--- config.mk ---
export PLATFORM = sky130hd
export DESIGN_NAME = string_plug_hash_crc32_unit
export DESIGN_NICKNAME = d
export VERILOG_FILES = /design/src/sphc_pkg.sv /design/src/string_plug_hash_crc32_unit.sv
export SDC_FILE = /design/constraint.sdc
export NUM_CORES = 1
export LEC_CHECK = 0
export CAP_MARGIN = 20
export CELL_PAD_IN_SITES_DETAIL_PLACEMENT = 0
export CELL_PAD_IN_SITES_GLOBAL_PLACEMENT = 1
export CORE_MARGIN = 2
export CORE_UTILIZATION = 40
export CTS_CLUSTER_SIZE = 28
export DETAILED_ROUTE_END_ITERATION = 7
export DONT_BUFFER_PORTS = 1
export PLACE_DENSITY_LB_ADDON = 0.1
export REMOVE_ABC_BUFFERS = 1
export SETUP_SLACK_MARGIN = 0.4
export SYNTH_ARGS = -nofsm -noshare
export SYNTH_HDL_FRONTEND = slang
export SYNTH_SLANG_ARGS = --single-unit
--- constraint.sdc ---
create_clock -name clock -period 4.3 [get_ports clock]
set_clock_uncertainty 0.05 [all_clocks]
set_input_delay 0.86 -clock clock [delete_from_list [all_inputs] [get_ports clock]]
set_output_delay 0.86 -clock clock [all_outputs]
set_load 0.05 [all_outputs]
--- src/sphc_pkg.sv ---
package sphc_pkg;

   localparam int unsigned CSR_INDEX_WIDTH = 8;
   localparam int unsigned WORD_WIDTH      = 32;
   localparam int unsigned BYTE_WIDTH      = 8;

   localparam logic [CSR_INDEX_WIDTH-1:0] CSR_CRC_SEED       = 8'd0;
   localparam logic [CSR_INDEX_WIDTH-1:0] CSR_CRC_POLYNOMIAL = 8'd1;

   localparam logic [WORD_WIDTH-1:0] CRC_SEED_RESET = 32'hEDB8_8320;
   localparam logic [WORD_WIDTH-1:0] CRC_POLY_RESET = 32'hEDB8_8320;
   localparam logic [WORD_WIDTH-1:0] HEX_SATURATED  = 32'hFFFF_FFFF;

   localparam logic [BYTE_WIDTH-1:0] CHAR_NUL   = 8'h00;
   localparam logic [BYTE_WIDTH-1:0] CHAR_ZERO  = 8'h30;
   localparam logic [BYTE_WIDTH-1:0] CHAR_NINE  = 8'h39;
   localparam logic [BYTE_WIDTH-1:0] CHAR_UP_A  = 8'h41;
   localparam logic [BYTE_WIDTH-1:0] CHAR_UP_F  = 8'h46;
   localparam logic [BYTE_WIDTH-1:0] CHAR_UP_X  = 8'h58;
   localparam logic [BYTE_WIDTH-1:0] CHAR_LO_A  = 8'h61;
   localparam logic [BYTE_WIDTH-1:0] CHAR_LO_F  = 8'h66;
   localparam logic [BYTE_WIDTH-1:0] CHAR_LO_X  = 8'h78;

   localparam logic [1:0] POS_FIRST  = 2'd0;
   localparam logic [1:0] POS_SECOND = 2'd1;
   localparam logic [1:0] POS_DIGITS = 2'd3;

   typedef struct packed {
      logic [WORD_WIDTH-1:0] hash_value;
      logic                  from_hex_literal;
   } result_type;

   typedef struct packed {
      logic       ok;
      logic [3:0] value;
   } hex_digit_type;

   function automatic hex_digit_type hex_digit(input logic [BYTE_WIDTH-1:0] b);
      hex_digit_type d;
      d.ok    = 1'b1;
      d.value = 4'd0;
      if (b >= CHAR_ZERO && b <= CHAR_NINE) begin
         d.value = 4'(b - CHAR_ZERO);
      end else if (b >= CHAR_LO_A && b <= CHAR_LO_F) begin
         d.value = 4'(b - CHAR_LO_A + 8'd10);
      end else if (b >= CHAR_UP_A && b <= CHAR_UP_F) begin
         d.value = 4'(b - CHAR_UP_A + 8'd10);
      end else begin
         d.ok = 1'b0;
      end
      return d;
   endfunction

   function automatic logic [WORD_WIDTH-1:0] crc_byte(input logic [WORD_WIDTH-1:0] crc,
                                                      input logic [BYTE_WIDTH-1:0] b,
                                                      input logic [WORD_WIDTH-1:0] poly);
      logic [WORD_WIDTH-1:0] c;
      c = crc ^ {{(WORD_WIDTH-BYTE_WIDTH){1'b0}}, b};
      for (int k = 0; k < BYTE_WIDTH; k++) begin
         c = c[0] ? ((c >> 1) ^ poly) : (c >> 1);
      end
      return c;
   endfunction

endpackage

--- src/string_plug_hash_crc32_unit.sv ---
// Name hash unit: takes one character per item, one item per clock while
// req_stall is low. A zero byte ends the name and produces one result: the
// reflected CRC-32 of the name (start value csr register 0, polynomial csr
// register 1, no final inversion), 0 for an empty name, or the parsed value
// of a "0x"/"0X" hex literal (saturated at 0xFFFFFFFF, rsp_from_hex_literal
// set). The result enters the output stage when the zero byte is taken.
// The byte-wise CRC runs as eight bit steps on the running register.
// Results go through a two-entry output stage, so req_stall rises only
// while both entries hold results the consumer has not taken. csr_ready is
// always high; writes to unknown indexes are dropped. A seed write applies
// from the next name, a polynomial write from the next character.
module string_plug_hash_crc32_unit
   import sphc_pkg::*;
(
   input  logic                       clock,
   input  logic                       reset,
   input  logic                       req_valid,
   output logic                       req_stall,
   input  logic [BYTE_WIDTH-1:0]      req_text_byte,
   output logic                       rsp_valid,
   input  logic                       rsp_stall,
   output logic [WORD_WIDTH-1:0]      rsp_hash_value,
   output logic                       rsp_from_hex_literal,
   input  logic                       csr_valid,
   output logic                       csr_ready,
   input  logic [CSR_INDEX_WIDTH-1:0] csr_index,
   input  logic [WORD_WIDTH-1:0]      csr_data
);

   logic [WORD_WIDTH-1:0] seed_ff, seed_in;
   logic [WORD_WIDTH-1:0] poly_ff, poly_in;
   logic [WORD_WIDTH-1:0] crc_ff, crc_in;
   logic [WORD_WIDTH-1:0] hex_ff, hex_in;
   logic [1:0]            pos_ff, pos_in;
   logic                  hex_ok_ff, hex_ok_in;
   logic                  ovf_ff, ovf_in;

   result_type out_ff, out_in;
   result_type skid_ff, skid_in;
   logic       out_valid_ff, out_valid_in;
   logic       skid_valid_ff, skid_valid_in;

   logic          accept;
   logic          is_end;
   logic          res_push;
   logic          out_free;
   result_type    res;
   hex_digit_type digit;
   logic [WORD_WIDTH-1:0] crc_start;

   assign csr_ready            = 1'b1;
   assign req_stall            = skid_valid_ff;
   assign rsp_valid            = out_valid_ff;
   assign rsp_hash_value       = out_ff.hash_value;
   assign rsp_from_hex_literal = out_ff.from_hex_literal;

   assign accept   = req_valid && !req_stall;
   assign is_end   = (req_text_byte == CHAR_NUL);
   assign res_push = accept && is_end;
   assign out_free = !out_valid_ff || !rsp_stall;
   assign digit    = hex_digit(req_text_byte);
   assign crc_start = (pos_ff == POS_FIRST) ? seed_ff : crc_ff;

   always_comb begin
      seed_in = seed_ff;
      poly_in = poly_ff;
      if (csr_valid && csr_ready) begin
         unique case (csr_index)
            CSR_CRC_SEED:       seed_in = csr_data;
            CSR_CRC_POLYNOMIAL: poly_in = csr_data;
            default: ;
         endcase
      end
   end

   always_comb begin
      res.hash_value       = crc_ff;
      res.from_hex_literal = 1'b0;
      if (pos_ff == POS_FIRST) begin
         res.hash_value = '0;
      end else if (hex_ok_ff && pos_ff == POS_DIGITS) begin
         res.hash_value       = ovf_ff ? HEX_SATURATED : hex_ff;
         res.from_hex_literal = 1'b1;
      end
   end

   always_comb begin
      crc_in    = crc_ff;
      hex_in    = hex_ff;
      pos_in    = pos_ff;
      hex_ok_in = hex_ok_ff;
      ovf_in    = ovf_ff;
      if (accept) begin
         if (is_end) begin
            crc_in    = '0;
            hex_in    = '0;
            pos_in    = POS_FIRST;
            hex_ok_in = 1'b1;
            ovf_in    = 1'b0;
         end else begin
            crc_in = crc_byte(crc_start, req_text_byte, poly_ff);
            if (hex_ok_ff) begin
               if (pos_ff == POS_FIRST) begin
                  if (req_text_byte != CHAR_ZERO) hex_ok_in = 1'b0;
               end else if (pos_ff == POS_SECOND) begin
                  if (req_text_byte != CHAR_LO_X && req_text_byte != CHAR_UP_X) begin
                     hex_ok_in = 1'b0;
                  end
               end else if (!digit.ok) begin
                  hex_ok_in = 1'b0;
               end else if (!ovf_ff) begin
                  if (hex_ff[WORD_WIDTH-1 -: 4] != 4'd0) begin
                     ovf_in = 1'b1;
                  end else begin
                     hex_in = {hex_ff[WORD_WIDTH-5:0], digit.value};
                  end
               end
            end
            if (pos_ff != POS_DIGITS) pos_in = pos_ff + 2'd1;
         end
      end
   end

   always_comb begin
      out_in        = out_ff;
      out_valid_in  = out_valid_ff;
      skid_in       = skid_ff;
      skid_valid_in = skid_valid_ff;
      if (out_free) begin
         if (skid_valid_ff) begin
            out_in        = skid_ff;
            out_valid_in  = 1'b1;
            skid_valid_in = 1'b0;
         end else begin
            out_in       = res;
            out_valid_in = res_push;
         end
      end else if (res_push) begin
         skid_in       = res;
         skid_valid_in = 1'b1;
      end
   end

   always_ff @(posedge clock) begin
      if (reset) begin
         seed_ff       <= CRC_SEED_RESET;
         poly_ff       <= CRC_POLY_RESET;
         pos_ff        <= POS_FIRST;
         hex_ok_ff     <= 1'b1;
         ovf_ff        <= 1'b0;
         hex_ff        <= '0;
         out_valid_ff  <= 1'b0;
         skid_valid_ff <= 1'b0;
      end else begin
         seed_ff       <= seed_in;
         poly_ff       <= poly_in;
         pos_ff        <= pos_in;
         hex_ok_ff     <= hex_ok_in;
         ovf_ff        <= ovf_in;
         hex_ff        <= hex_in;
         out_valid_ff  <= out_valid_in;
         skid_valid_ff <= skid_valid_in;
      end
   end

   always_ff @(posedge clock) begin
      crc_ff  <= crc_in;
      out_ff  <= out_in;
      skid_ff <= skid_in;
   end

endmodule

After elaboration in Yosys (flattened, before gate mapping):

Cells that the tools add are included.

* magnitude comparators: 6
* add/subtract/negate cells: 6
* muxes and demuxes: 44
* reduce and logical (&&, ||, !) cells: 26
* equality and inequality tests: 11
* bitwise logic cells: 11

Operators by type and width (number)
* 32-bit 2-to-1 mux: 17
* 31-bit by 32-bit bitwise XOR with 32-bit output: 8
* 33-bit 2-to-1 mux: 2
* 32-bit by 8-bit bitwise XOR with 32-bit output: 1
* 31-bit 2-to-1 mux: 1
* 1-bit 2-to-1 mux: 19
* 8-bit by 7-bit greater-or-equal comparator with 1-bit output (second input constant): 2
* 8-bit by 7-bit <= comparator with 1-bit output (second input constant): 2
* 8-bit logical NOT: 2
* 8-bit by 7-bit != test with 1-bit output (second input constant): 2
* 4-bit 2-to-1 mux: 3
* 4-bit by 1-bit subtractor with 4-bit output (second input constant): 3
* 4-bit adder (second input constant): 2
* 8-bit by 1-bit equality test with 1-bit output (second input constant): 1
* 8-bit by 6-bit greater-or-equal comparator with 1-bit output (second input constant): 1
* 8-bit by 6-bit <= comparator with 1-bit output (second input constant): 1
* 2-bit != test (second input constant): 4
* 8-bit by 6-bit != test with 1-bit output (second input constant): 1
* 2-bit AND reduction: 4
* 1-bit logical AND: 7
* 7-bit AND reduction: 1
* 2-bit nonzero test: 3
* 5-bit AND reduction: 1
* 2-bit 2-to-1 mux: 2
* 10 further kinds: 14

* logic and storage cells: 118
* input port bits: 53
* output and inout port bits: 36
* register bits: 200

Depth between registers and ports, before layout:

Gate-level depths: netlist (run 1).

* depth after elaboration: 19
* depth in mapped cells: 21
* mapped depth without buffers: 16

Worst setup path after synthesis (run 1):

OpenSTA, ideal clock, no wires.

* path kind: input port to flip-flop
* start point: input req_text_byte[1]
* end point: register crc_ff[13] (data pin)
* cell stages on the path: 16
* arrival time: 4.275 ns
* path slack: -0.291 ns
* library setup time: 0.266 ns
* buffers on the path: 2
* cells stage by stage: buf_2 -> inv_1 -> xnor2_2 -> nor3_1 -> o31a_1 -> a211oi_2 -> xnor3_2 -> a21boi_4 -> a2111oi_2 -> o21bai_4 -> xnor3_2 -> xnor2_2 -> buf_2 -> nand2_1 -> xnor3_1 -> nor2_1

* cells in the longest elaborated chain, start to end: 16
* elaborated cells on any way between the ends: 17

Ends and longest elaborated chain
* from (decl): line string_plug_hash_crc32_unit.sv:19 `input logic [BYTE_WIDTH-1:0] req_text_byte,`
* 32-bit by 8-bit bitwise XOR with 32-bit output: line sphc_pkg.sv:58 `c = crc ^ {{(WORD_WIDTH-BYTE_WIDTH){1'b0}}, b};`
* 31-bit by 32-bit bitwise XOR with 32-bit output: line sphc_pkg.sv:60 `c = c[0] ? ((c >> 1) ^ poly) : (c >> 1);`
* 32-bit 2-to-1 mux (2 in a row): line sphc_pkg.sv:60
* 31-bit by 32-bit bitwise XOR with 32-bit output: line sphc_pkg.sv:60
* 32-bit 2-to-1 mux: line sphc_pkg.sv:60
* 31-bit by 32-bit bitwise XOR with 32-bit output: line sphc_pkg.sv:60
* 32-bit 2-to-1 mux: line sphc_pkg.sv:60
* 31-bit by 32-bit bitwise XOR with 32-bit output: line sphc_pkg.sv:60
* 32-bit 2-to-1 mux: line sphc_pkg.sv:60
* 31-bit by 32-bit bitwise XOR with 32-bit output: line sphc_pkg.sv:60
* 32-bit 2-to-1 mux: line sphc_pkg.sv:60
* 31-bit by 32-bit bitwise XOR with 32-bit output: line sphc_pkg.sv:60
* 32-bit 2-to-1 mux: line sphc_pkg.sv:60
* 31-bit by 32-bit bitwise XOR with 32-bit output: line sphc_pkg.sv:60
* 31-bit 2-to-1 mux: line sphc_pkg.sv:60
* to (signal assigned): line string_plug_hash_crc32_unit.sv:167 `crc_ff <= crc_in;`
* to (decl): line string_plug_hash_crc32_unit.sv:32 `logic [WORD_WIDTH-1:0] crc_ff, crc_in;`

Parallel ways exist; a longest one is shown, timed or not.
A chain may end at the register's enable or synchronous reset.

Worst setup path in the final report (run 1):

* start point: register pos_ff[1]
* end point: register crc_ff[10] (data pin)

* cells in the longest elaborated chain, start to end: 19

Ends and longest elaborated chain
* from (decl): line string_plug_hash_crc32_unit.sv:34 `logic [1:0] pos_ff, pos_in;`
* from (signal assigned): line string_plug_hash_crc32_unit.sv:157 `pos_ff <= pos_in;`
* 2-bit logical NOT (*): line string_plug_hash_crc32_unit.sv:62 `assign crc_start = (pos_ff == POS_FIRST) ? seed_ff : crc_ff;`
* 32-bit 2-to-1 mux (*): line string_plug_hash_crc32_unit.sv:62
* 32-bit by 8-bit bitwise XOR with 32-bit output (*): line sphc_pkg.sv:58
* 31-bit by 32-bit bitwise XOR with 32-bit output: line sphc_pkg.sv:60
* 32-bit 2-to-1 mux (*): line sphc_pkg.sv:60
* 31-bit by 32-bit bitwise XOR with 32-bit output: line sphc_pkg.sv:60
* 32-bit 2-to-1 mux (*): line sphc_pkg.sv:60
* 31-bit by 32-bit bitwise XOR with 32-bit output: line sphc_pkg.sv:60
* [... 3 more ...]
* 31-bit by 32-bit bitwise XOR with 32-bit output: line sphc_pkg.sv:60
* 32-bit 2-to-1 mux (*): line sphc_pkg.sv:60
* 31-bit by 32-bit bitwise XOR with 32-bit output: line sphc_pkg.sv:60
* 32-bit 2-to-1 mux (*): line sphc_pkg.sv:60
* 31-bit by 32-bit bitwise XOR with 32-bit output: line sphc_pkg.sv:60
* 32-bit 2-to-1 mux (*): line sphc_pkg.sv:60
* 31-bit by 32-bit bitwise XOR with 32-bit output: line sphc_pkg.sv:60
* 31-bit 2-to-1 mux (*): line sphc_pkg.sv:60

Every way passes the cells marked *; elsewhere a longest branch is shown, timed or not.

==> flow_metrics.py, run 1 <==
metrics = {
    "logic_synthesis": {
        "yosys.area.top_type": "edfxtp_1",
        "synthCells": 1610,
        "synth_common_cells": "nand2_1 (339), clkbuf_1 (125), nor2_1 (125)",
        "synth-seq-cells": 200,
        "synth.yosys.seq_area_share": 0.3700,
        "yosysMostFrequentCell": "nand2_1",
        "synth_area_sq_um": 13470,
        "yosys.area.top_type_share": 0.2184,
        "synthTopCellsByArea": "edfxtp_1 (22%), dfxtp_1 (15%), nand2_1 (9.4%)",
        "synth_ff_type": "dfxtp_1",
        "synth_edf_count": 98,
        "async_flop_share": 0,
        "ys_types": 75,
        "avgSynthCellArea_sq_um": 8.367,
        "ys_warn_count": 0,
    },
    "critical_path": {
        "cp_top_family": "compound AO/OA/AOI/OAI gates",
        "cp_max_fo": 8,
        "reg2reg_depth": 19,
        "max_stage_delay_ns": 0.47,
        "arrival_ns": 4.72,
        "crit_slowest_cell": "xnor3_2",
        "worstPathCellList": "inv_2, ha_4, mux2i_4, mux2i_2, a2111oi_4, o31a_1, a21o_1, a211o_1, a31o_4, nor2b_4, buf_6, nand2_4, xnor3_2, xnor2_4, buf_6, buf_12, nand2_4, xor3_1, nor2_1",
        "cp_data_required_time_ns": 4.46,
        "critPathBufInv": 4,
        "cp-start-kind": "flop",
        "crit_type": "reg2reg",
        "crit_cells": 19,
        "setup.worst_path.end_class": "flop",
    },
    "floorplan": {
        "ios": 89,
        "core.rowCount": 67,
        "initial_core_util": 0.4038,
        "die_w_um": 187.5,
        "die_area_sq_um": 35160,
        "coreArea_sq_um": 33360,
        "die_y_um": 187.5,
    },
    "layout": {
        "final_area_sq_um": 16000,
        "seq_area_sq_um": 4990,
        "syn_to_final_growth_pct": 18.76,
        "multi_input_area_sq_um": 8364,
        "drive_above_1_share": 0.1996,
        "fin_cells": 2091,
        "num-fill-cells": 3265,
        "antenna_cells": 0,
        "fin_nets": 1690,
    },
    "clock_tree": {
        "cts_tree": "built",
        "insertion_delay_ns": 0.46,
        "cts.sinks": 200,
        "cts_max_level": 4,
        "clkSlewWorstSetupHoldPaths_ns": 0.08,
        "cts_root_buffer": "clkbuf_16",
        "clockBufferDepth": 2,
        "postCtsHoldBufs": 0,
        "numCtsBuffers": 17,
    },
    "outcome": {
        "status": "finished, violations left",
        "violations": "setup timing",
    },
    "sta": {
        "rsz0062_at_grt": "true",
        "worst_pin_slew_ns": 0.9556,
        "final_max_slew_viol_count": 0,
        "hold_violations": 0,
        "timing.final.ws_setup_ns": -0.2604,
        "fin_crit_ns": 4.560,
        "max_freq_ghz": 0.2193,
        "setup_viol": 32,
        "slew_headroom": 0.3614,
        "period_share": 1.061,
    },
    "drt": {
        "via_per_inst": 5.550,
        "drt-pass1-iter-count": 5,
        "wl_per_cell_um": 19.69,
        "wl_um": 41170,
        "drc": 0,
        "drtIter0Drc": 953,
        "num_vias": 11605,
        "ant_nets": 0,
    },
    "grt": {
        "grt_antenna_before_repair": 0,
        "grt_overflow_total": 0,
        "first_global_vias": 11027,
        "track_usage": 0.2331,
        "grt_pass1_wl_um": 64850,
        "grt_max_degree": 103,
    },
    "place": {
        "gp_congestion": 0.8172,
        "dp.cells": 2017,
        "place_area_sq_um": 14380,
        "dp_hpwl_um": 27240,
        "port_buffers": 0,
    },
    "pwr": {
        "power_density_nw_per_um2": 501.8,
        "ir_drop_uv": 389.9,
        "power.static_leakage_nw": 6.288,
    },
    "flow_run": {
        "drv_cap": 0,
    },
    "worst_hold_path": {
        "hold_path_class": "reg2reg",
        "hold_depth": 2,
    },
}
cells in the final DEF, fill, tap and decap left out, types with 18 or more instances in the layout:
cell type and n:
a22oi_1 34, nand2_1 317, clkbuf_16 18, buf_6 30
a21oi_1 87, nand3_1 43, mux2i_1 33, mux2_2 32
o21ai_0 50, a32oi_1 22, nor2_1 121, nor3_1 78
edfxtp_1 98, nand3b_1 28, xnor2_1 111, buf_4 112
xor2_1 22, dfxtp_1 98
state kept, by name, indices dropped and copies added (netlist names):
name                  flops
ovf_ff                    1
pos_ff                    2
rsp_hash_value           32
rsp_valid                 1
req_stall                 1
crc_ff                   32
hex_ok_ff                 1
rsp_from_hex_literal      1
skid_ff                  33
seed_ff                  32
hex_ff                   32
poly_ff                  32
final timing paths:
| check | from | to | slack, ns |
|---|---|---|---|
| worst max register to register | pos_ff[1]$_SDFFE_PP0P_ | crc_ff[10]$_SDFFCE_PP0P_ | -0.26 |
| worst max-delay path | pos_ff[1]$_SDFFE_PP0P_ | crc_ff[10]$_SDFFCE_PP0P_ | -0.26 |
| worst min-delay path | seed_ff[28]$_SDFFE_PP0P_ | seed_ff[28]$_SDFFE_PP0P_ | 0.40 |
| worst min register to register | seed_ff[28]$_SDFFE_PP0P_ | seed_ff[28]$_SDFFE_PP0P_ | 0.40 |
worst min-delay path: cells and delay by family (launching register included):
kind               cells  cell delay [ns]
AOI/OAI and AO/OA      1             0.05
DFF                    1             0.32
and+or+nand+nor        1             0.05
stage by stage:
stage	setup TNS (ns)	setup WS, ns	hold slack [ns]	power [mW]	utilization
after floorplan	-128.19	-3.680	0.3800	4.765	-
after global placement	-5.967	-0.2529	0.3899	5.716	0.4311
after detailed placement	-9.204	-0.3978	0.3948	5.747	0.4311
after CTS	-2.658	-0.1727	0.4054	7.798	0.4646
after global routing	-10.32	-0.4062	0.3972	8.459	0.4795
final	-5.463	-0.2604	0.4037	8.029	0.4795
logic make-up after synthesis:
group	Yosys count	synth area share
fa+ha+maj	7	0.006501
compound gates	297	0.1442
flops	200	0.3700
buf+inv	168	0.04904
simple gates	697	0.2347
xor+xnor	170	0.1383
other cells	1	0.0002784
mux	70	0.05693
metal layers:
| metal | track usage | routed length, um | up-vias |
|---|---|---|---|
| li1 | - | - | 5677 |
| met1 | 0.3279 | 19470 | 5634 |
| met2 | 0.3885 | 19560 | 262 |
| met3 | 0.02283 | 1666 | 32 |
| met4 | 0.05179 | 481 | 0 |
| met5 | 0 | 0 | - |
repair_timing:
action / 4_1_cts / 5_1_grt
pin swaps: 41 / 34
resized for setup: 74 / 72
setup endpoints to repair: 32 / 32
setup buffers: 18 / 19
gates cloned: 4 / 1
endpoints found under the hold margin: 0 / 0
report_power, final:
| group | internal [mW] | switching (mW) |
|---|---|---|
| registers | 2.33 | 0.452 |
| logic | 1.89 | 1.69 |
| clock network | 0.827 | 0.834 |
layout make-up:
class | count | area share
flip-flops and latches | 200 | 0.3119
multi-input cells | 1243 | 0.5228
clock inverters | 15 | 0.01064
repair buffers | 154 | 0.08978
well taps | 448 | 0.03504
inverters | 14 | 0.003285
clock buffers | 17 | 0.02659
No activity file was read; power rests on OpenSTA's default activity.
==> run 2: changes to the inputs <==
Settings changed: ABC_AREA set to 1.
==> run 2 against run 1 <==
Net effect:
- the run now ends clean
- power is 6.6% lower
- via count decreased by 4.0%
- worst setup slack gained 0.76 ns
- count of clock-buffer cells in the layout increased by 4
- sequential share of layout area rose by 3.1 points
- first-iteration DRC count fell by 8.8%
- non-clock buffer count is 73 lower
- critical endpoint is now crc_ff[28]$_SDFFCE_PP0P_
- largest power group unchanged
==> flow_metrics.py, run 2 <==
metrics = {
    "sta": {
        "final_max_slew_viol_count": 0,
        "slew_headroom": 0.3265,
        "rsz0062_at_grt": "true",
        "fin_crit_ns": 3.796,
        "max_freq_ghz": 0.2635,
        "worst_pin_slew_ns": 1.007,
        "period_share": 0.8827,
        "setup_viol": 0,
        "hold_violations": 0,
        "holdWs_ns": 0.4091,
    },
    "logic_synthesis": {
        "async_flop_share": 0,
        "synth-seq-cells": 200,
        "synthTopCellsByArea": "edfxtp_1 (23%), dfxtp_1 (16%), nand2_1 (16%)",
        "yosys.area.top_type": "edfxtp_1",
        "synth.yosys.seq_area_share": 0.3916,
        "synthCells": 1770,
        "synth_area_sq_um": 12730,
        "synth_common_cells": "nand2_1 (543), nor2_1 (211), nand3_1 (141)",
        "synth_edf_count": 98,
        "ys_warn_count": 0,
        "ys_types": 46,
        "avgSynthCellArea_sq_um": 7.192,
        "yosysMostFrequentCell": "nand2_1",
        "yosys.area.top_type_share": 0.2312,
        "synth_ff_type": "dfxtp_1",
    },
    "floorplan": {
        "die_y_um": 182.4,
        "initial_core_util": 0.4045,
        "die_area_sq_um": 33270,
        "die_w_um": 182.4,
        "coreArea_sq_um": 31470,
        "ios": 89,
        "core.rowCount": 65,
    },
    "clock_tree": {
        "numCtsBuffers": 17,
        "cts_root_buffer": "clkbuf_16",
        "cts_max_level": 4,
        "cts_tree": "built",
        "clkSlewWorstSetupHoldPaths_ns": 0.08,
        "insertion_delay_ns": 0.46,
        "cts.sinks": 200,
        "clockBufferDepth": 2,
    },
    "critical_path": {
        "cp_max_fo": 12,
        "cp_data_required_time_ns": 4.46,
        "crit_top_cell": "nand2_4",
        "r2r-start": "pos_ff[0]$_SDFFE_PP0P_",
        "crit_slowest_cell": "dfxtp_4",
        "arrival_ns": 3.96,
        "cp-start-kind": "flop",
        "setup.worst_path.end_class": "flop",
        "cp_top_family": "simple AND/OR/NAND/NOR gates",
        "reg2reg_depth": 30,
        "max_stage_delay_ns": 0.36,
        "regToRegSetupSlack_ns": 0.50,
        "critPathBufInv": 7,
        "crit_type": "reg2reg",
        "rr_endpoint": "crc_ff[28]$_SDFFCE_PP0P_",
    },
    "grt": {
        "first_global_vias": 10313,
        "grt_overflow_total": 0,
        "grt_antenna_before_repair": 0,
        "grt_pass1_wl_um": 59150,
        "grt_max_degree": 60,
        "track_usage": 0.2300,
    },
    "drt": {
        "num_vias": 11145,
        "ant_nets": 0,
        "wl_per_cell_um": 17.74,
        "drtIter0Drc": 869,
        "via_per_inst": 5.122,
        "drt-pass1-iter-count": 5,
        "wl_um": 38610,
        "drc": 0,
    },
    "layout": {
        "final_util": 0.4618,
        "top_register": "skid_ff",
        "fin_nets": 1821,
        "mostFrequentLayoutCells": "nand2_1 (525), nor2_1 (200), inv_1 (130)",
        "syn_to_final_growth_pct": 14.18,
        "antenna_cells": 0,
        "largest_reg_flops": 33,
        "final_common_cell": "nand2_1",
        "drive_above_1_share": 0.1251,
    },
    "place": {
        "port_buffers": 0,
        "dp_hpwl_um": 25780,
        "gp_congestion": 0.8428,
    },
    "flow_run": {
        "drv_cap": 0,
    },
    "worst_hold_path": {
        "hold_path_class": "reg2reg",
        "hold_depth": 2,
        "hold_end": "seed_ff[18]$_SDFFE_PP0P_",
        "min_from": "seed_ff[18]$_SDFFE_PP0P_",
    },
    "pwr": {
        "ir_drop_uv": 277.4,
        "power_density_nw_per_um2": 515.8,
        "power.static_leakage_nw": 6.349,
    },
    "outcome": {
        "status": "complete, no violations",
    },
}
[run 2: cell count changes after synthesis, sizes merged, moves of 22 or more]
cell,delta
nor3,-80
xor2,+48
nand2,+225
mux2i,-37
a21oi,-46
a22oi,-34
a32oi,-22
xnor2,-27
nand3,+106
mux2,-33
inv,+128
clkbuf,-60
nor2,+90
nand3b,-28
[run 2: area by class of cell]
type                       count  area [sq um]
clock buffer                  21         450.4
multi-input combinational   1315          7024
fill                        3202         16940
tap                          402         503.0
inverter                     146         579.3
sequential                   200          4991
timing repair buffer          81         898.4
clock inverter                11         88.84
[run 2: logic make-up (layout without fill, tap and decap cells)]
kind of cell    Yosys count  in the layout  share of synthesized area
flops                   200            200                     0.3916
simple gates            948            950                     0.3121
compound gates          191            191                    0.08915
fa+ha+maj                 7              7                   0.006880
xor+xnor                166            166                     0.1148
other cells               1              1                  0.0002946
buf+inv                 257            259                    0.08522
[run 2: routing by layer]
metal	track usage	vias to the layer above	part of all wire
met4	0.05839	0	0.013
met3	0.02634	31	0.045
met5	0	-	0
met2	0.3670	271	0.46
li1	-	5634	-
met1	0.3315	5209	0.48
[run 2: what timing repair did]
action | in CTS | in global routing
endpoints found under the setup margin | 32 | 32
pin swaps | 9 | 37
cloned | 4 | 7
setup buffers | 9 | 23
hold buffers | 0 | 0
gates resized for setup | 21 | 96
[run 2: how the worst max path moves through the flow]
stage	start	endpoint	slack (ns)	cells after the start
3_3_place_gp	pos_ff[0]$_SDFFE_PP0P_	crc_ff[22]$_SDFFCE_PP0P_	0.22	26
5_1_grt	pos_ff[0]$_SDFFE_PP0P_	crc_ff[9]$_SDFFCE_PP0P_	0.31	31
6_report	pos_ff[0]$_SDFFE_PP0P_	crc_ff[28]$_SDFFCE_PP0P_	0.50	30
3_5_place_dp	pos_ff[0]$_SDFFE_PP0P_	crc_ff[27]$_SDFFCE_PP0P_	0.16	24
4_1_cts	pos_ff[0]$_SDFFE_PP0P_	crc_ff[20]$_SDFFCE_PP0P_	0.40	27
2_1_floorplan	pos_ff[0]$_SDFFE_PP0P_	crc_ff[0]$_SDFFCE_PP0P_	-0.95	25
[run 2: tightest hold or removal path: stages, from the launching register on]
cell     delay (ns)
dfxtp_1        0.30
inv_1          0.06
a21oi_1        0.05
[run 2: power breakdown]
group / total (mW) / switching (mW) / internal (mW)
Sequential: 2.71 / 0.387 / 2.32
Combinational: 3.24 / 1.92 / 1.32
Clock: 1.55 / 0.782 / 0.768
Total: 7.50 / 3.09 / 4.41
[run 2: metrics by stage]
step | instances | TNS [ns] | cell area, sq um | total power [mW] | setup WS (ns)
finish | 2176 | 0 | 14540 | 7.497 | 0.5044
global route | 2176 | 0 | 14540 | 8.017 | 0.3092
CTS | 2146 | 0 | 13820 | 7.197 | 0.4048
detailed placement | 2101 | 0 | 13040 | 5.552 | 0.1614
global placement | 2101 | 0 | 13040 | 5.532 | 0.2171
floorplan | 1659 | -59.20 | 12200 | 4.839 | -0.9520
==> run 3: changes to the inputs <==
Settings changed: CORE_UTILIZATION 40 to 35, CTS_CLUSTER_SIZE 28 to 8.
==> run 3 against run 2 <==
Net effect:
- routed wire length grew 3.1%
- power is 0.26% higher
- critical endpoint is now crc_ff[1]$_SDFFCE_PP0P_
- first-iteration DRC count is 12% lower
- largest cell class unchanged
- highest routed layer unchanged
- sequential share of layout area up 0.38 points
==> flow_metrics.py, run 3 (synthesized netlist as in run 2, its figures left out) <==
metrics = {
    "outcome": {
        "status": "complete, no violations",
    },
    "drt": {
        "via_per_inst": 4.931,
        "ant_nets": 0,
        "drt-pass1-iter-count": 7,
        "drc": 0,
        "highest_layer": "met4",
        "wl_per_cell_um": 17.96,
        "wl_um": 39790,
        "wl_met3_um": 1594,
        "drtIter0Drc": 765,
        "wl_met1_um": 19620,
        "num_vias": 10928,
        "wl_met2_um": 18010,
    },
    "sta": {
        "rsz0062_at_grt": "true",
        "max_freq_ghz": 0.2692,
        "setup_viol": 0,
        "slew_headroom": 0.3357,
        "worst_pin_slew_ns": 0.9928,
        "fin_crit_ns": 3.715,
        "hold_violations": 0,
        "final_max_slew_viol_count": 0,
        "period_share": 0.8640,
    },
    "critical_path": {
        "cp_max_fo": 11,
        "regToRegSetupSlack_ns": 0.58,
        "r2r-start": "pos_ff[0]$_SDFFE_PP0P_",
        "max_stage_delay_ns": 0.36,
        "reg2reg_depth": 29,
        "cp_data_required_time_ns": 4.47,
        "setup.worst_path.end_class": "flop",
        "crit_top_cell": "nand2_4",
        "cp-start-kind": "flop",
        "arrival_ns": 3.88,
        "rr_endpoint": "crc_ff[1]$_SDFFCE_PP0P_",
        "crit_type": "reg2reg",
        "crit_slowest_cell": "dfxtp_4",
    },
    "clock_tree": {
        "clkSlewWorstSetupHoldPaths_ns": 0.08,
        "postCtsHoldBufs": 0,
        "cts_max_level": 4,
        "cts_tree": "built",
        "insertion_delay_ns": 0.46,
        "cts_root_buffer": "clkbuf_16",
        "cts.sinks": 200,
        "clockBufferDepth": 2,
        "numCtsBuffers": 17,
    },
    "pwr": {
        "seqPwrFrac": 0.362,
        "combinationalPowerShare": 0.412,
        "p_int_mw": 4.436,
        "power.static_leakage_nw": 6.263,
        "swShare": 0.4098,
        "ir_drop_uv": 301.0,
        "p_sw_mw": 3.080,
        "power_density_nw_per_um2": 522.9,
        "p_clk_frac": 0.227,
    },
    "layout": {
        "final_area_sq_um": 14380,
        "syn_to_final_growth_pct": 12.92,
        "largest_reg_flops": 33,
        "top_register": "skid_ff",
        "drive_above_1_share": 0.1088,
        "final_util": 0.4032,
        "antenna_cells": 0,
        "final_common_cell": "nand2_1",
        "fin_nets": 1802,
        "mostFrequentLayoutCells": "nand2_1 (528), nor2_1 (203), inv_1 (132)",
    },
    "grt": {
        "grt_overflow_total": 0,
        "grt_pass1_wl_um": 61080,
        "first_global_vias": 10314,
        "grt_antenna_before_repair": 0,
        "grt_max_degree": 60,
        "track_usage": 0.2100,
    },
    "floorplan": {
        "die_w_um": 194.7,
        "coreArea_sq_um": 35660,
        "ios": 89,
        "die_area_sq_um": 37910,
        "initial_core_util": 0.3570,
        "die_y_um": 194.7,
        "core.rowCount": 69,
    },
    "flow_run": {
        "drv_cap": 0,
    },
    "place": {
        "gp_congestion": 0.8058,
        "place_area_sq_um": 13140,
        "dp_hpwl_um": 26890,
        "port_buffers": 0,
    },
    "worst_hold_path": {
        "hold_depth": 2,
        "hold_end": "seed_ff[11]$_SDFFE_PP0P_",
        "hold_path_class": "reg2reg",
        "min_from": "seed_ff[11]$_SDFFE_PP0P_",
    },
}
run 3: final cells by class:
class / count / area (sq um)
inverters: 146 / 574.3
flip-flops and latches: 200 / 4991
well taps: 461 / 576.8
clock buffers: 18 / 429.2
repair buffers: 64 / 770.7
multi-input cells: 1313 / 6850
clock inverters: 14 / 182.7
fillers: 3727 / 21280
run 3: stage by stage:
step	TNS [ns]	worst slack [ns]	std cells	power (mW)	hold WS, ns
4_1_cts	0	0.4113	2196	7.398	0.3942
2_1_floorplan	-59.20	-0.9520	1659	4.839	0.3766
3_5_place_dp	0	0.1936	2158	5.605	0.3908
3_3_place_gp	0	0.2913	2158	5.585	0.3859
6_report	0	0.5848	2216	7.516	0.4008
5_1_grt	0	0.3467	2216	8.050	0.3910
run 3: what timing repair did:
action	CTS	global route
resized for setup	16	65
pin swaps	3	23
gates cloned	2	3
setup buffers	4	17
setup endpoints to repair	32	32
run 3: critical path: cells and delay by family, from the launching register on:
kind / cells / cell delay (ns)
adders and majority gates: 1 / 0.18
buffers and inverters: 5 / 0.63
DFF: 1 / 0.36
and+or+nand+nor: 23 / 2.25
run 3: worst max path at each step:
stage / start / end
3_5_place_dp: pos_ff[0]$_SDFFE_PP0P_ / crc_ff[1]$_SDFFCE_PP0P_
3_3_place_gp: req_text_byte[0] / crc_ff[19]$_SDFFCE_PP0P_
4_1_cts: pos_ff[1]$_SDFFE_PP0P_ / crc_ff[0]$_SDFFCE_PP0P_
6_report: pos_ff[0]$_SDFFE_PP0P_ / crc_ff[1]$_SDFFCE_PP0P_
2_1_floorplan: pos_ff[0]$_SDFFE_PP0P_ / crc_ff[0]$_SDFFCE_PP0P_
5_1_grt: pos_ff[0]$_SDFFE_PP0P_ / crc_ff[7]$_SDFFCE_PP0P_
run 3: power by group through the flow:
| stage | clock (mW) | combinational [mW] | sequential (mW) |
|---|---|---|---|
| 5_1_grt | 1.83 | 3.49 | 2.73 |
| 4_1_cts | 1.75 | 2.93 | 2.71 |
| 6_report | 1.71 | 3.09 | 2.72 |
| 3_5_place_dp | 0 | 2.85 | 2.75 |
| 3_3_place_gp | 0 | 2.83 | 2.75 |
| 2_1_floorplan | 0 | 2.17 | 2.67 |
run 3: metal layers:
| metal | GRT usage | up-vias |
|---|---|---|
| met3 | 0.03089 | 30 |
| met1 | 0.2977 | 5051 |
| met2 | 0.3363 | 236 |
| li1 | - | 5611 |
| met4 | 0.04986 | 0 |
| met5 | 0 | - |
